## src/hw/rtl/assert_macros.svh

```systemverilog
// Assertion helpers shared by the RTL.
// Both expect signals named clk and rst_n in the enclosing scope.
`ifndef ASSERT_MACROS_SVH
`define ASSERT_MACROS_SVH

// Same-cycle implication.
`define TAU_ASSERT_IMP(label, ante, cons) \
    label: assert property (@(posedge clk) disable iff (!rst_n) (ante) |-> (cons)) \
        else $error("texture address unit check failed");

// Next-cycle implication.
`define TAU_ASSERT_NXT(label, ante, cons) \
    label: assert property (@(posedge clk) disable iff (!rst_n) (ante) |=> (cons)) \
        else $error("texture address unit check failed");

`endif

```

## src/hw/rtl/tau_pkg.sv

```systemverilog
package tau_pkg;

    localparam int FRAC_BITS = 16;
    localparam int SIZE_LOG2 = 12;

    localparam int COORD_W   = 32;
    localparam int INT_W     = COORD_W - FRAC_BITS + 1;   // integer part plus carry room
    localparam int T_W       = INT_W - 1;                 // folded (non-negative) coordinate
    localparam int SIZE_W    = SIZE_LOG2 + 1;
    localparam int CO_W      = SIZE_LOG2;                 // texel coordinate
    localparam int PROD_W    = COORD_W + SIZE_W + 1;
    localparam int IDX_W     = 24;
    localparam int WGT_W     = 16;
    localparam int CFG_W     = 13;
    localparam int REGIDX_W  = 3;
    localparam int NUM_CELLS = T_W;                       // one quotient bit per cell
    localparam int NUM_LANES = 4;

    localparam longint HALF    = longint'(1) << (FRAC_BITS - 1);
    localparam longint SAT_MAX = (longint'(1) << (COORD_W - 1)) - 1;
    localparam longint SAT_MIN = -(longint'(1) << (COORD_W - 1));

    // register indexes
    localparam logic [REGIDX_W-1:0] REG_COORD_MAPPING  = 3'd0;
    localparam logic [REGIDX_W-1:0] REG_FILTER_MODE    = 3'd1;
    localparam logic [REGIDX_W-1:0] REG_ADDRESS_MODE_U = 3'd2;
    localparam logic [REGIDX_W-1:0] REG_ADDRESS_MODE_V = 3'd3;
    localparam logic [REGIDX_W-1:0] REG_IMAGE_WIDTH    = 3'd4;
    localparam logic [REGIDX_W-1:0] REG_IMAGE_HEIGHT   = 3'd5;

    // address modes (code three behaves as clamp)
    localparam logic [1:0] MODE_WRAP   = 2'd0;
    localparam logic [1:0] MODE_CLAMP  = 2'd1;
    localparam logic [1:0] MODE_MIRROR = 2'd2;

    // lane numbering inside the chain
    localparam int LANE_U_LO = 0;
    localparam int LANE_U_HI = 1;
    localparam int LANE_V_LO = 2;
    localparam int LANE_V_HI = 3;

    typedef struct packed {
        logic [T_W-1:0]  dvd;     // dividend bits still to shift in
        logic [CO_W-1:0] rem;     // partial remainder
        logic            q;       // latest quotient bit (parity at the end)
        logic            neg;     // coordinate was negative
        logic [CO_W-1:0] clamp;   // clamp-mode result
    } lane_t;

    typedef struct packed {
        logic             bilinear;
        logic [WGT_W-1:0] wu;
        logic [WGT_W-1:0] wv;
    } side_t;

    typedef struct packed {
        lane_t [NUM_LANES-1:0] lane;
        side_t                 side;
    } stage_t;

    function automatic logic [SIZE_W-1:0] eff_size(input logic [CFG_W-1:0] s);
        logic [SIZE_W-1:0] n;
        if (s == '0)
            n = SIZE_W'(1);
        else if (int'(s) > (1 << SIZE_LOG2))
            n = SIZE_W'(1 << SIZE_LOG2);
        else
            n = SIZE_W'(s);
        return n;
    endfunction

endpackage

```

## src/hw/rtl/tau_index.sv

```systemverilog
module tau_index (
    input  logic                         clk,
    input  logic                         rst_n,
    input  logic                         in_valid,
    input  tau_pkg::stage_t              in_stage,
    input  logic [1:0]                   mode_u,
    input  logic [1:0]                   mode_v,
    input  logic [tau_pkg::SIZE_W-1:0]   size_w,
    input  logic [tau_pkg::SIZE_W-1:0]   size_h,
    input  logic                         ready_down,
    output logic                         ready_up,
    output logic                         out_valid,
    output logic [tau_pkg::IDX_W-1:0]    index_top_left,
    output logic [tau_pkg::IDX_W-1:0]    index_top_right,
    output logic [tau_pkg::IDX_W-1:0]    index_bottom_left,
    output logic [tau_pkg::IDX_W-1:0]    index_bottom_right,
    output logic [tau_pkg::WGT_W-1:0]    weight_u,
    output logic [tau_pkg::WGT_W-1:0]    weight_v,
    output logic                         is_bilinear
);

    localparam int SUM_W = tau_pkg::CO_W + tau_pkg::SIZE_W + 1;

    logic                          valid_reg, valid_next, load;
    logic [tau_pkg::IDX_W-1:0]     tl_reg, tr_reg, bl_reg, br_reg;
    logic [tau_pkg::IDX_W-1:0]     tl_next, tr_next, bl_next, br_next;
    logic [tau_pkg::WGT_W-1:0]     wu_reg, wv_reg, wu_next, wv_next;
    logic                          bil_reg;
    logic [tau_pkg::CO_W-1:0]      col0, col1, row0, row1;

    function automatic logic [tau_pkg::CO_W-1:0] fold(
        input logic [1:0]                 mode,
        input logic [tau_pkg::SIZE_W-1:0] n,
        input tau_pkg::lane_t             l
    );
        logic [tau_pkg::CO_W-1:0] refl;
        logic [tau_pkg::CO_W-1:0] c;
        refl = tau_pkg::CO_W'(n - 1'b1 - tau_pkg::SIZE_W'(l.rem));
        unique case (mode)
            tau_pkg::MODE_WRAP:   c = l.neg ? refl : l.rem;  // negative: n-1 - (~i mod n)
            tau_pkg::MODE_MIRROR: c = l.q ? refl : l.rem;    // odd period runs backward
            default:              c = l.clamp;
        endcase
        return c;
    endfunction

    function automatic logic [tau_pkg::IDX_W-1:0] lin(
        input logic [tau_pkg::CO_W-1:0]   row,
        input logic [tau_pkg::CO_W-1:0]   col,
        input logic [tau_pkg::SIZE_W-1:0] w
    );
        logic [SUM_W-1:0] s;
        s = SUM_W'(row) * SUM_W'(w) + SUM_W'(col);
        return tau_pkg::IDX_W'(s);
    endfunction

    assign load       = !valid_reg || ready_down;
    assign ready_up   = load;
    assign valid_next = load ? in_valid : valid_reg;

    always_comb
    begin
        col0 = fold(mode_u, size_w, in_stage.lane[tau_pkg::LANE_U_LO]);
        col1 = fold(mode_u, size_w, in_stage.lane[tau_pkg::LANE_U_HI]);
        row0 = fold(mode_v, size_h, in_stage.lane[tau_pkg::LANE_V_LO]);
        row1 = fold(mode_v, size_h, in_stage.lane[tau_pkg::LANE_V_HI]);
        tl_next = lin(row0, col0, size_w);
        if (in_stage.side.bilinear)
        begin
            tr_next = lin(row0, col1, size_w);
            bl_next = lin(row1, col0, size_w);
            br_next = lin(row1, col1, size_w);
            wu_next = in_stage.side.wu;
            wv_next = in_stage.side.wv;
        end
        else
        begin
            tr_next = '0;
            bl_next = '0;
            br_next = '0;
            wu_next = '0;
            wv_next = '0;
        end
    end

    always_ff @(posedge clk or negedge rst_n)
    begin
        if (!rst_n)
            valid_reg <= 1'b0;
        else
            valid_reg <= valid_next;
    end

    always_ff @(posedge clk)
    begin
        if (load)
        begin
            tl_reg  <= tl_next;
            tr_reg  <= tr_next;
            bl_reg  <= bl_next;
            br_reg  <= br_next;
            wu_reg  <= wu_next;
            wv_reg  <= wv_next;
            bil_reg <= in_stage.side.bilinear;
        end
    end

    assign out_valid          = valid_reg;
    assign index_top_left     = tl_reg;
    assign index_top_right    = tr_reg;
    assign index_bottom_left  = bl_reg;
    assign index_bottom_right = br_reg;
    assign weight_u           = wu_reg;
    assign weight_v           = wv_reg;
    assign is_bilinear        = bil_reg;

endmodule

```

## config.mk

```make
export PLATFORM = sky130hd
export DESIGN_NAME = tau_index
export DESIGN_NICKNAME = d
export VERILOG_FILES = /design/src/hw/rtl/assert_macros.svh /design/src/hw/rtl/tau_pkg.sv /design/src/hw/rtl/tau_index.sv
export SDC_FILE = /design/constraint.sdc
export NUM_CORES = 1
export LEC_CHECK = 0
export BUFFER_PORTS_ARGS = -buffer_cell sky130_fd_sc_hd__buf_2
export CAP_MARGIN = 20
export CORE_ASPECT_RATIO = 0.75
export CORE_MARGIN = 2
export CORE_UTILIZATION = 39
export CTS_CLUSTER_SIZE = 20
export DETAILED_ROUTE_END_ITERATION = 6
export PLACE_DENSITY_LB_ADDON = 0.15
export RECOVER_POWER = 25
export SYNTH_ARGS = -nofsm -noshare
export SYNTH_HDL_FRONTEND = slang
export SYNTH_SLANG_ARGS = --single-unit
```

## constraint.sdc

```tcl
create_clock -name clk -period 3.6 [get_ports clk]
set_clock_uncertainty 0.1 [all_clocks]
set_input_delay 0.18 -clock clk [delete_from_list [all_inputs] [get_ports clk]]
set_output_delay 0.18 -clock clk [all_outputs]
set_load 0.01 [all_outputs]
```

# After elaboration in Yosys (flattened, before gate mapping)
# Cells that the tools add are included.
[totals] regBits=130
[op_classes] multipliers=2 add_sub_neg=10 n_eq_ne=2 n_reduce_logical=4 n_mux=12
[ops] op="$add 24x12->24" count=4
[ops] op="$mux 12" count=8
[ops] op="$pmux 12 s2" count=4
[ops] op="$mul 12x13->24" count=2
[ops] op="$sub 12x12->12" count=4
[ops] op="$sub 12x1->12 const B" count=2
[ops] op="$eq 2x2->1 const B" count=2
[ops] op="$logic_not 2->1" count=2
[ops] op="$logic_not 1->1" count=1
[ops] op="$logic_or 1x1->1" count=1

# Longest topological paths before layout
# Gate-level depths: netlist (run 1).
[depth] word_depth=6 mapped_depth=38 ltp_nobuf=37

# Worst setup path after synthesis (run 1)
# No wires, ideal clock.
[synth_path] kind="input -> register" start="input port size_h[0] in the netlist's numbering" end="register tr_reg (netlist bit index_top_right[23]), data pin" setup_ns=0.266 stages=35 slack_ns=-4.337 t_required_ns=3.234 arrival_time_ns=7.571 path_cell_list="inv_1 ha_1 inv_1 fa_1 a21o_1 a21oi_1 o21bai_1 a21oi_1 o21bai_1 a21oi_1 o21ai_0 mux2i_1 nor3_1 clkbuf_1 and2_1 fa_1 inv_1 fa_1 fa_1 inv_1 fa_1 inv_1 fa_1 inv_1 ha_1 a2111o_1 a31o_1 a32oi_2 o21ai_2 or4b_4 nand3_4 and4_4 nand3_1 xor2_1 nor2_1"
[synth_between] elab_chain_cells=6
[synth_rtl] item="start: declaration" line="tau_index.sv:9" source="input logic [tau_pkg::SIZE_W-1:0] size_h,"
[synth_rtl] item="$sub 12x1->12 *" line="tau_index.sv:38" source="refl = tau_pkg::CO_W'(n - 1'b1 - tau_pkg::SIZE_W'(l.rem));"
[synth_rtl] item="$sub 12x12->12 *" line="tau_index.sv:38"
[synth_rtl] item="$mux 12, on equally long branches" line="tau_index.sv:41, tau_index.sv:40"
[synth_rtl] item="$pmux 12 s2 *" line="tau_index.sv:39" source="unique case (mode)"
[synth_rtl] item="$mul 12x13->24 *" line="tau_index.sv:53" source="s = SUM_W'(row) * SUM_W'(w) + SUM_W'(col);"
[synth_rtl] item="$add 24x12->24 *" line="tau_index.sv:53"
[synth_rtl] item="end signal: assignment" line="tau_index.sv:99" source="tr_reg <= tr_next;"
[synth_rtl] item="end: declaration" line="tau_index.sv:25" source="logic [tau_pkg::IDX_W-1:0] tl_reg, tr_reg, bl_reg, br_reg;"
# Every way passes the cells marked *; elsewhere a longest branch is shown, timed or not.
# A chain may end at the register's enable or synchronous reset.

# Worst setup path in the final report (run 1)
[layout_path] start="input port size_h[0] in the netlist's numbering" end="register tl_reg (netlist bit index_top_left[23]), data pin"
[layout_between] elab_chain_cells=6
[layout_rtl] item="$sub 12x1->12 *" line="tau_index.sv:38"
[layout_rtl] item="$sub 12x12->12 *" line="tau_index.sv:38"
[layout_rtl] item="$mux 12, on equally long branches" line="tau_index.sv:41, tau_index.sv:40"
[layout_rtl] item="$pmux 12 s2 *" line="tau_index.sv:39"
[layout_rtl] item="$mul 12x13->24 *" line="tau_index.sv:53"
[layout_rtl] item="$add 24x12->24 *" line="tau_index.sv:53"
[layout_rtl] item="named net tl_next, one bit" line="tau_index.sv:26" source="logic [tau_pkg::IDX_W-1:0] tl_next, tr_next, bl_next, br_next;"
[layout_rtl] item="end signal: assignment" line="tau_index.sv:98" source="tl_reg <= tl_next;"
[layout_rtl] item="end: declaration" line="tau_index.sv:25"
# The timed path passes the listed nets; every way through them passes the cells marked *.

==> impl_summary.log, run 1 <==
INFO  metric track_usage = 0.2403
INFO  metric cts_tree = done
INFO  metric worst-endpoint-required = 3.69 ns
INFO  metric timing_worst_slew_pin_value = 0.9271 ns
INFO  metric hp-class = in -> reg
INFO  metric setup_ws = -3.815 ns
INFO  metric initial_utilization = 0.3927
INFO  metric synth_top_family_by_area = adder cells
INFO  metric gp_congestion = 0.9291
INFO  metric port_buffers = 300
INFO  metric first_global_vias = 20490
INFO  metric timing.critical_path.from_type = input port
INFO  metric worstSkewPairLatency = 0.43 ns
INFO  metric timing_max_transition_violations_final = 0
INFO  metric rsz0062_at_grt = yes
INFO  metric drv_cap = 0
INFO  metric syn-num-nets = 3044
INFO  metric detail_route.first_pass.iterations = 7
INFO  metric critPathBufInv = 7
INFO  metric post_synth_fa_ha_maj_area_fraction = 0.3479
INFO  metric layout.nets = 3932
INFO  metric worst_path_most_repeated_cell = fa_1
INFO  metric antenna_found_initial = 7
INFO  metric drcViolationCount = 0
INFO  metric layout_min_cycle_time = 7.415 ns
INFO  metric synthMuxAreaShare = 0.01106
INFO  metric xor_and_xnor_area_share_after_synthesis = 0.06921
INFO  metric grt_first_pass_wirelength = 105.9 mm
INFO  metric register_area_share_after_synthesis = 0.1884
INFO  metric h_tree_levels = 4
INFO  metric failing_checks = negative setup slack
INFO  metric detail_route.vias_per_cell = 4.898
INFO  metric hpwl = 52.90 mm
INFO  metric die-area = 0.05495 mm²
INFO  metric worst_path_max_delay_cell = fa_1
INFO  metric postSynthRegisterBits = 130
INFO  metric top_level_ports = 366
INFO  metric tritoncts.num_buffers = 17
INFO  metric clk_pin_slew_worst_paths = 0.07 ns
INFO  metric number_of_nets_with_antenna_violations_after_detailed_routing = 0
INFO  metric kind_of_end_point_of_the_critical_path = register
INFO  metric critical_path_class = in -> reg
INFO  metric flow.area_growth_from_synthesis = 54.22%
INFO  metric unique_masters_post_synth = 86
INFO  metric routedWlPerCell = 16.78 µm
INFO  metric routed_wl = 66.95 mm
INFO  metric final_util = 0.6057
INFO  metric syn_avg_cell_area = 8.737 µm²
INFO  metric crit_arrival = 7.51 ns
INFO  metric fmax = 0.1349 GHz
INFO  metric synth-edff-count = 129
INFO  metric clkSinkCount = 130
INFO  metric critPathMaxStageDelay = 0.50 ns
INFO  metric dr.first_iter.drc_count = 950
INFO  metric synthCells = 2369
INFO  metric hold_viol = 0
INFO  metric synth_simple_gate_area_share = 0.1908
INFO  metric run_status = finished with violations
INFO  metric ys.warnings.count = 0
INFO  metric post_synthesis_compound_gate_area_fraction = 0.1030
INFO  metric syn-cell-area = 0.02070 mm²
INFO  metric clk_path_buf_depth = 2
INFO  metric core.rowCount = 73
INFO  metric floorplan.core_area = 0.05270 mm²
INFO  metric die_h = 203.5 µm
INFO  metric cell_class_contributing_the_biggest_share_of_worst_path_delay = adder cells
INFO  metric setup-violations-final = 84
INFO  metric maximum_number_of_pins_on_one_net_before_global_route_repair = 132
INFO  metric worst-path-max-fanout = 6
INFO  metric worst_slew_margin_relative_to_its_limit = 0.3772
INFO  metric vias = 19540
INFO  metric ctsRootBufferMaster = clkbuf_16
INFO  metric grt_remaining_overflow = 0
INFO  metric fraction_of_final_layout_cells_sized_beyond_drive_strength_1 = 0.4349
INFO  metric chip_width = 270.0 µm
INFO  metric fin_crit_sh = 2.060
INFO  metric synth_ff_type = edfxtp_1
INFO  metric async_sr_flop_fraction = 0.007692
## layout make-up
class | count | area, µm²
Timing Repair Buffer | 954 | 6863
Fill cell | 4402 | 20780
Inverter | 405 | 1543
Antenna cell | 8 | 20.02
Sequential cell | 130 | 3899
Clock buffer | 17 | 425.4
Tap cell | 712 | 890.9
Multi-Input combinational cell | 1749 | 18120
Clock inverter | 15 | 160.2
## layer usage
metal  part of all wire  GRT usage
met5                  0          0
met4              0.021    0.05456
met3              0.044    0.03167
met2               0.49     0.4109
met1               0.45     0.3250
## registers in the layout (all words and copies together) (netlist names)
| register | count |
|---|---|
| index_bottom_left | 24 |
| index_bottom_right | 24 |
| index_top_left | 24 |
| index_top_right | 24 |
| is_bilinear | 1 |
| out_valid | 1 |
| weight_u | 16 |
| weight_v | 16 |
## cell usage in the layout (no fill, tap or decap), drive strengths merged, types with 48 or more instances in the layout
cell type	count
fa	226
inv	412
ha	214
nor3	48
nand2	301
xnor2	98
buf	877
a21oi	102
xor2	63
nor2	119
clkbuf	59
and2	153
o21ai	66
edfxtp	129
## tightest hold or removal path: stages
cell	delay [ns]
buf_2	0.08
nand2_1	0.04
o21ai_0	0.07
buf_4	0.13
ha_1	0.13
## path summary, 6_finish.rpt
check,start,endpoint,slack [ns],cells after the start
max,size_h[0],index_top_left[23],-3.82,35
min,in_stage[33],index_top_left[0],0.20,5
max reg2reg,out_valid,index_bottom_right[22],2.03,2
min reg2reg,out_valid,out_valid,0.86,3
max in group asynchronous,rst_n,out_valid,2.77,3
min in group asynchronous,rst_n,out_valid,0.52,3
## cells by family after synthesis
logic type | after synthesis
AO/OA/AOI/OAI | 328
AND/OR/NAND/NOR | 799
flip-flops | 130
adder cells (fa/ha/maj) | 440
XOR/XNOR | 161
buffers and inverters | 490
multiplexers | 21
## through the flow
stage                     setup slack (ns)  instances  cell area, µm²  hold slack [ns]  TNS, ns
after floorplan                     -3.975       2369           21490          -0.2156  -234.28
after global placement              -4.433       3844           27740          -0.1442  -308.69
after detailed placement            -4.545       3844           27740          -0.1428  -316.00
after CTS                           -3.760       3957           30530           0.1667  -245.27
after global routing                -4.099       3989           31920           0.2178  -273.13
final                               -3.815       3990           31920           0.1993  -251.95
## what timing repair did
action | in CTS | in global routing
hold buffers | 35 | 0
pin swaps | 121 | 148
cloned | 0 | 0
gates resized for setup | 278 | 259
endpoints found under the setup margin | 86 | 86
buffers inserted | 53 | 33
hold endpoints to repair | 34 | 0
## synth_stat cells, drive strengths merged (6+ instances only)
cell / count / area, µm²
and3: 12 / 75.07
fa: 226 / 4524
a211oi: 19 / 157.7
nor2b: 41 / 256.5
nand2b: 12 / 75.07
mux2: 15 / 168.9
buf: 10 / 52.55
and2: 153 / 957.2
nand3: 40 / 212.7
xor2: 63 / 551.8
clkbuf: 75 / 281.5
or3: 15 / 98.84
nor3: 48 / 240.2
ha: 214 / 2678
nor3b: 9 / 67.56
nor2: 119 / 449.2
inv: 404 / 1516
xnor2: 98 / 880.8
edfxtp: 129 / 3874
mux2i: 6 / 60.06
a21oi: 102 / 510.5
a21o: 25 / 191.4
o21ai: 66 / 334.1
o21a: 30 / 226.5
nand2: 301 / 1130
nand4: 16 / 100.1
a21boi: 7 / 52.55
o21bai: 15 / 112.6
o211ai: 16 / 125.1
o31ai: 9 / 67.56
Power of run 1 is not shown: default switching activity piles up to over one toggle a cycle in this logic, so the estimate is an artifact.
==> run 2: changes to the inputs <==
- ABC_AREA: unset -> 1
- GPL_ROUTABILITY_DRIVEN: unset -> 0
==> impl_summary.log, run 2 <==
INFO  metric run_status = finished with violations
INFO  metric failing_checks = negative setup slack
INFO  metric synth_top_area_cell = fa_1
INFO  metric worst_path_most_repeated_cell = buf_4
INFO  metric syn_avg_cell_area = 7.618 µm²
INFO  metric top_level_ports = 366
INFO  metric worst-endpoint-required = 3.68 ns
INFO  metric hpwl = 65.57 mm
INFO  metric layout_commonest_cell = buf_4
INFO  metric die-area = 0.05694 mm²
INFO  metric maximum_number_of_pins_on_one_net_before_global_route_repair = 132
INFO  metric post-synth-top-area-fraction = 0.2108
INFO  metric synthCells = 2817
INFO  metric crit_arrival = 7.45 ns
INFO  metric core.rowCount = 74
INFO  metric detail_route.vias_per_cell = 5.087
INFO  metric first_global_vias = 24340
INFO  metric drv_cap = 0
INFO  metric stdcell_count = 4687
INFO  metric yosysMostFrequentCell = inv_1
INFO  metric setup-violations-final = 86
INFO  metric track_usage = 0.2851
INFO  metric synthTopCellsByCount = inv_1, nand2_1, nor2_1
INFO  metric flow.area_growth_from_synthesis = 60.82%
INFO  metric unique_masters_post_synth = 56
INFO  metric timing.critical_path.from_type = input port
INFO  metric whs_endpoint = weight_u[10]
INFO  metric routed_wl = 83.15 mm
INFO  metric setup_ws = -3.764 ns
INFO  metric grt_first_pass_wirelength = 128.3 mm
INFO  metric floorplan.core_area = 0.05444 mm²
INFO  metric worst_slew_margin_relative_to_its_limit = 0.2940
INFO  metric timing_worst_slew_pin_value = 1.058 ns
INFO  metric fmax = 0.1358 GHz
INFO  metric die_h = 207.2 µm
INFO  metric worstHoldStart = in_stage[32]
INFO  metric holdWs = 0.3351 ns
INFO  metric async_sr_flop_fraction = 0.007692
INFO  metric antenna_found_initial = 3
INFO  metric chip_width = 274.9 µm
INFO  metric rsz0062_at_grt = yes
INFO  metric detail_route.first_pass.iterations = 6
INFO  metric ys.warnings.count = 0
INFO  metric dp.cells = 4475
INFO  metric hp-class = in -> reg
INFO  metric fraction_of_final_layout_cells_sized_beyond_drive_strength_1 = 0.4205
INFO  metric worstSkewPairLatency = 0.42 ns
INFO  metric syn-cell-area = 0.02146 mm²
INFO  metric min_delay_path_depth = 3
INFO  metric clk_path_buf_depth = 2
INFO  metric port_buffers = 300
INFO  metric worst_path_max_delay_cell = ha_4
INFO  metric reg2regPathDepth = 1
INFO  metric layout_min_cycle_time = 7.364 ns
INFO  metric synth-edff-count = 129
INFO  metric timing_max_transition_violations_final = 0
INFO  metric clk_pin_slew_worst_paths = 0.06 ns
INFO  metric final_util = 0.6339
INFO  metric synth_ff_type = edfxtp_1
INFO  metric h_tree_levels = 4
INFO  metric r2r_start = out_valid
INFO  metric kind_of_end_point_of_the_critical_path = register
INFO  metric register_area_share_after_synthesis = 0.1817
INFO  metric number_of_nets_with_antenna_violations_after_detailed_routing = 0
INFO  metric vias = 23840
INFO  metric clkSinkCount = 130
INFO  metric critPathMaxStageDelay = 0.28 ns
INFO  metric final_area = 0.03451 mm²
INFO  metric critical_path_class = in -> reg
INFO  metric synth_top_cells_by_area = fa_1, edfxtp_1, ha_1
INFO  metric grt_remaining_overflow = 0
INFO  metric postSynthRegisterBits = 130
INFO  metric routedWlPerCell = 17.74 µm
INFO  metric tritoncts.num_buffers = 17
INFO  metric final_cell_mix = buf_4, inv_1, nand2_1
INFO  metric drcViolationCount = 0
INFO  metric cts_tree = done
INFO  metric initial_utilization = 0.3942
INFO  metric r2r_setup_slack = 1.85 ns
INFO  metric worst_r2r_endpoint = index_top_left[3]
INFO  metric dpl_cell_area = 0.03010 mm²
INFO  metric dr.first_iter.drc_count = 2041
INFO  metric hold_viol = 0
INFO  metric ctsRootBufferMaster = clkbuf_16
INFO  metric fin_crit_sh = 2.046
INFO  metric syn-num-nets = 3492
INFO  metric layout.nets = 4624
INFO  metric worst-path-max-fanout = 4
==> run 2: changes by cell type in the layout (fill, tap and decap cells not counted), sizes merged, moves of 52 or more <==
cell / change
a21oi: +122
and2: -148
buf: +187
inv: +194
nand2: +253
nand3: +52
nor2: +173
xnor2: -69
==> run 2: worst max path at each step <==
stage	cells past startpoint	startpoint	end	slack [ns]
CTS	39	size_h[1]	index_bottom_right[18]	-3.40
global placement	40	size_h[0]	index_bottom_right[23]	-3.96
floorplan	39	size_h[0]	index_top_right[20]	-3.22
detailed placement	42	size_h[0]	index_top_left[22]	-4.04
global route	41	size_h[0]	index_top_right[23]	-4.02
finish	56	size_h[0]	index_top_left[23]	-3.76
==> run 2: critical path: cells and delay by family <==
| kind | cells | cell delay, ns |
|---|---|---|
| fa+ha+maj | 2 | 0.41 |
| simple gates | 13 | 1.74 |
| buf+inv | 39 | 4.79 |
| xor+xnor | 2 | 0.30 |
==> run 2: stage by stage <==
step / setup slack (ns) / setup TNS (ns)
floorplan: -3.216 / -197.59
global placement: -3.962 / -276.65
detailed placement: -4.040 / -285.38
CTS: -3.397 / -226.35
global route: -4.017 / -263.03
finish: -3.764 / -242.04
==> run 2: kinds of logic (layout without fill, tap and decap cells) <==
kind of cell             after synthesis  count (layout)  share of synthesized area
AND/OR/NAND/NOR                     1023            1023                     0.2011
buffers and inverters                667            1812                     0.1172
AO/OA/AOI/OAI                        447             447                     0.1177
adder cells (fa/ha/maj)              440             440                     0.3356
flip-flops                           130             130                     0.1817
XOR/XNOR                             110             110                    0.04664
other                                  0               3                          0
==> run 2: layout make-up <==
| cell class | count | area, µm² |
|---|---|---|
| diodes | 3 | 7.507 |
| clock buffers | 19 | 432.9 |
| clock inverters | 13 | 161.4 |
| fillers | 4515 | 19930 |
| inverters | 610 | 2340 |
| multi-input cells | 2020 | 18270 |
| flip-flops and latches | 130 | 3899 |
| well taps | 722 | 903.4 |
| repair buffers | 1170 | 8503 |
==> run 2: routing by layer <==
layer | track usage | vias to the layer above | routed length [µm] | part of all wire
met4 | 0.06151 | 0 | 1992 | 0.024
met2 | 0.4711 | 864 | 39610 | 0.48
met1 | 0.3986 | 11640 | 35810 | 0.43
met3 | 0.03733 | 136 | 5734 | 0.069
met5 | 0 | - | 0 | 0
li1 | - | 11210 | - | -
==> run 2: timing repair <==
item                                   CTS  global route
resized for setup                      289           268
hold buffers                            35             0
setup endpoints to repair               89            87
endpoints found under the hold margin   34             0
pin swaps                              147           158
setup buffers                          102            51
Power of run 2 is left out for the same reason.
==> run 3: changes to the inputs <==
- CELL_PAD_IN_SITES_DETAIL_PLACEMENT: unset -> 0
- CELL_PAD_IN_SITES_GLOBAL_PLACEMENT: unset -> 1
- CORE_UTILIZATION: 39 -> 30
==> impl_summary.log, run 3 (synthesized netlist as in run 2, its figures left out) <==
INFO  metric die_h = 235.6 µm
INFO  metric vias = 22950
INFO  metric dp.cells = 4691
INFO  metric port_buffers = 300
INFO  metric setup-violations-final = 86
INFO  metric maximum_number_of_pins_on_one_net_before_global_route_repair = 94
INFO  metric clk_path_buf_depth = 2
INFO  metric detail_route.first_pass.iterations = 5
INFO  metric worst-endpoint-required = 3.68 ns
INFO  metric number_of_nets_with_antenna_violations_after_detailed_routing = 0
INFO  metric layout_commonest_cell = buf_4
INFO  metric worst_slew_margin_relative_to_its_limit = 0.3450
INFO  metric reg2regPathDepth = 2
INFO  metric drcViolationCount = 0
INFO  metric worst_path_max_delay_cell = fa_1
INFO  metric dp_worst_setup_slack = -4.223 ns
INFO  metric antenna_found_initial = 5
INFO  metric routedWlPerCell = 17.34 µm
INFO  metric chip_width = 312.8 µm
INFO  metric hp-class = in -> reg
INFO  metric die-area = 0.07371 mm²
INFO  metric setup_ws = -3.527 ns
INFO  metric hpwl = 69.11 mm
INFO  metric kind_of_end_point_of_the_critical_path = register
INFO  metric core.rowCount = 84
INFO  metric layout_min_cycle_time = 7.127 ns
INFO  metric clkSinkCount = 130
INFO  metric cts_tree = done
INFO  metric min_delay_path_depth = 2
INFO  metric fmax = 0.1403 GHz
INFO  metric clk_pin_slew_worst_paths = 0.06 ns
INFO  metric hold_viol = 0
INFO  metric multi_input_comb_area = 0.01878 mm²
INFO  metric routed_wl = 84.85 mm
INFO  metric track_usage = 0.2275
INFO  metric initial_utilization = 0.3048
INFO  metric worst-path-max-fanout = 4
INFO  metric layout.nets = 4605
INFO  metric fraction_of_final_layout_cells_sized_beyond_drive_strength_1 = 0.4476
INFO  metric rsz0062_at_grt = yes
INFO  metric detail_route.vias_per_cell = 4.690
INFO  metric stdcell_count = 4894
INFO  metric top_level_ports = 366
INFO  metric critPathMaxStageDelay = 0.51 ns
INFO  metric crit_arrival = 7.20 ns
INFO  metric register_area = 0.003899 mm²
INFO  metric failing_checks = negative setup slack
INFO  metric timing_worst_slew_pin_value = 0.9825 ns
INFO  metric floorplan.core_area = 0.07042 mm²
INFO  metric run_status = finished with violations
INFO  metric tritoncts.num_buffers = 17
INFO  metric fillCellCount = 6780
INFO  metric timing.critical_path.from_type = input port
INFO  metric grt_first_pass_wirelength = 131.9 mm
INFO  metric grt_remaining_overflow = 0
INFO  metric fin_crit_sh = 1.980
INFO  metric drv_cap = 0
INFO  metric final_cell_mix = buf_4, inv_1, nand2_1
INFO  metric worstSkewPairLatency = 0.43 ns
INFO  metric ctsRootBufferMaster = clkbuf_16
INFO  metric h_tree_levels = 4
INFO  metric flow.area_growth_from_synthesis = 64.62%
INFO  metric first_global_vias = 24060
INFO  metric timing_max_transition_violations_final = 0
INFO  metric critical_path_class = in -> reg
INFO  metric setup_tns_final = -232.63 ns
INFO  metric dr.first_iter.drc_count = 1264
run 3: changes by cell type in the layout (fill, tap and decap cells not counted), sizes merged, moves of 2 or more:
cell      previous run  this run
buf               1064      1075
clkbuf              90        58
clkinv              13        10
clkinvlp             1         4
diode                3         5
run 3: worst paths after layout:
| check | end | slack (ns) | start |
|---|---|---|---|
| max reg2reg | index_bottom_left[8] | 1.89 | out_valid |
| min in group asynchronous | out_valid | 0.48 | rst_n |
| min reg2reg | weight_u[15] | 1.08 | out_valid |
| max | index_top_right[22] | -3.53 | size_h[0] |
| min | is_bilinear | 0.23 | in_stage[32] |
| max in group asynchronous | out_valid | 2.81 | rst_n |
run 3: metrics by stage:
stage | hold slack, ns | utilization | cell area (µm²)
finish | 0.2338 | 0.5017 | 35330
global route | 0.2344 | 0.5017 | 35330
CTS | 0.2099 | 0.4835 | 34040
detailed placement | -0.1438 | 0.4306 | 30320
global placement | -0.1442 | 0.4306 | 30320
floorplan | -0.2156 | - | 22650
run 3: worst max-delay path, delay by kind of cell:
| family | cells | cell delay (ns) |
|---|---|---|
| simple gates | 16 | 1.60 |
| xor+xnor | 2 | 0.44 |
| compound gates | 5 | 0.87 |
| fa+ha+maj | 9 | 3.34 |
| buf+inv | 8 | 0.74 |
run 3: area by class of cell:
cell class / instances / area share
timing repair buffer: 1151 / 0.2398
tap: 946 / 0.03350
inverter: 610 / 0.06655
multi-input combinational: 2020 / 0.5316
clock inverter: 15 / 0.005773
clock buffer: 17 / 0.01204
sequential: 130 / 0.1104
antenna: 5 / 0.0003542
run 3: what timing repair did:
item                       CTS  global route
resized for setup          421           265
pin swaps                  172           157
hold buffers                35             0
setup endpoints to repair   89            90
hold endpoints to repair    34             0
buffers inserted           101            40
run 3: layer usage:
metal	GRT usage	share of wire	up-vias
met5	0	0	-
met4	0.03146	0.011	0
met3	0.03585	0.057	57
met2	0.3765	0.47	497
met1	0.3190	0.46	11230
li1	-	-	11170
Power of run 3 is left out for the same reason.
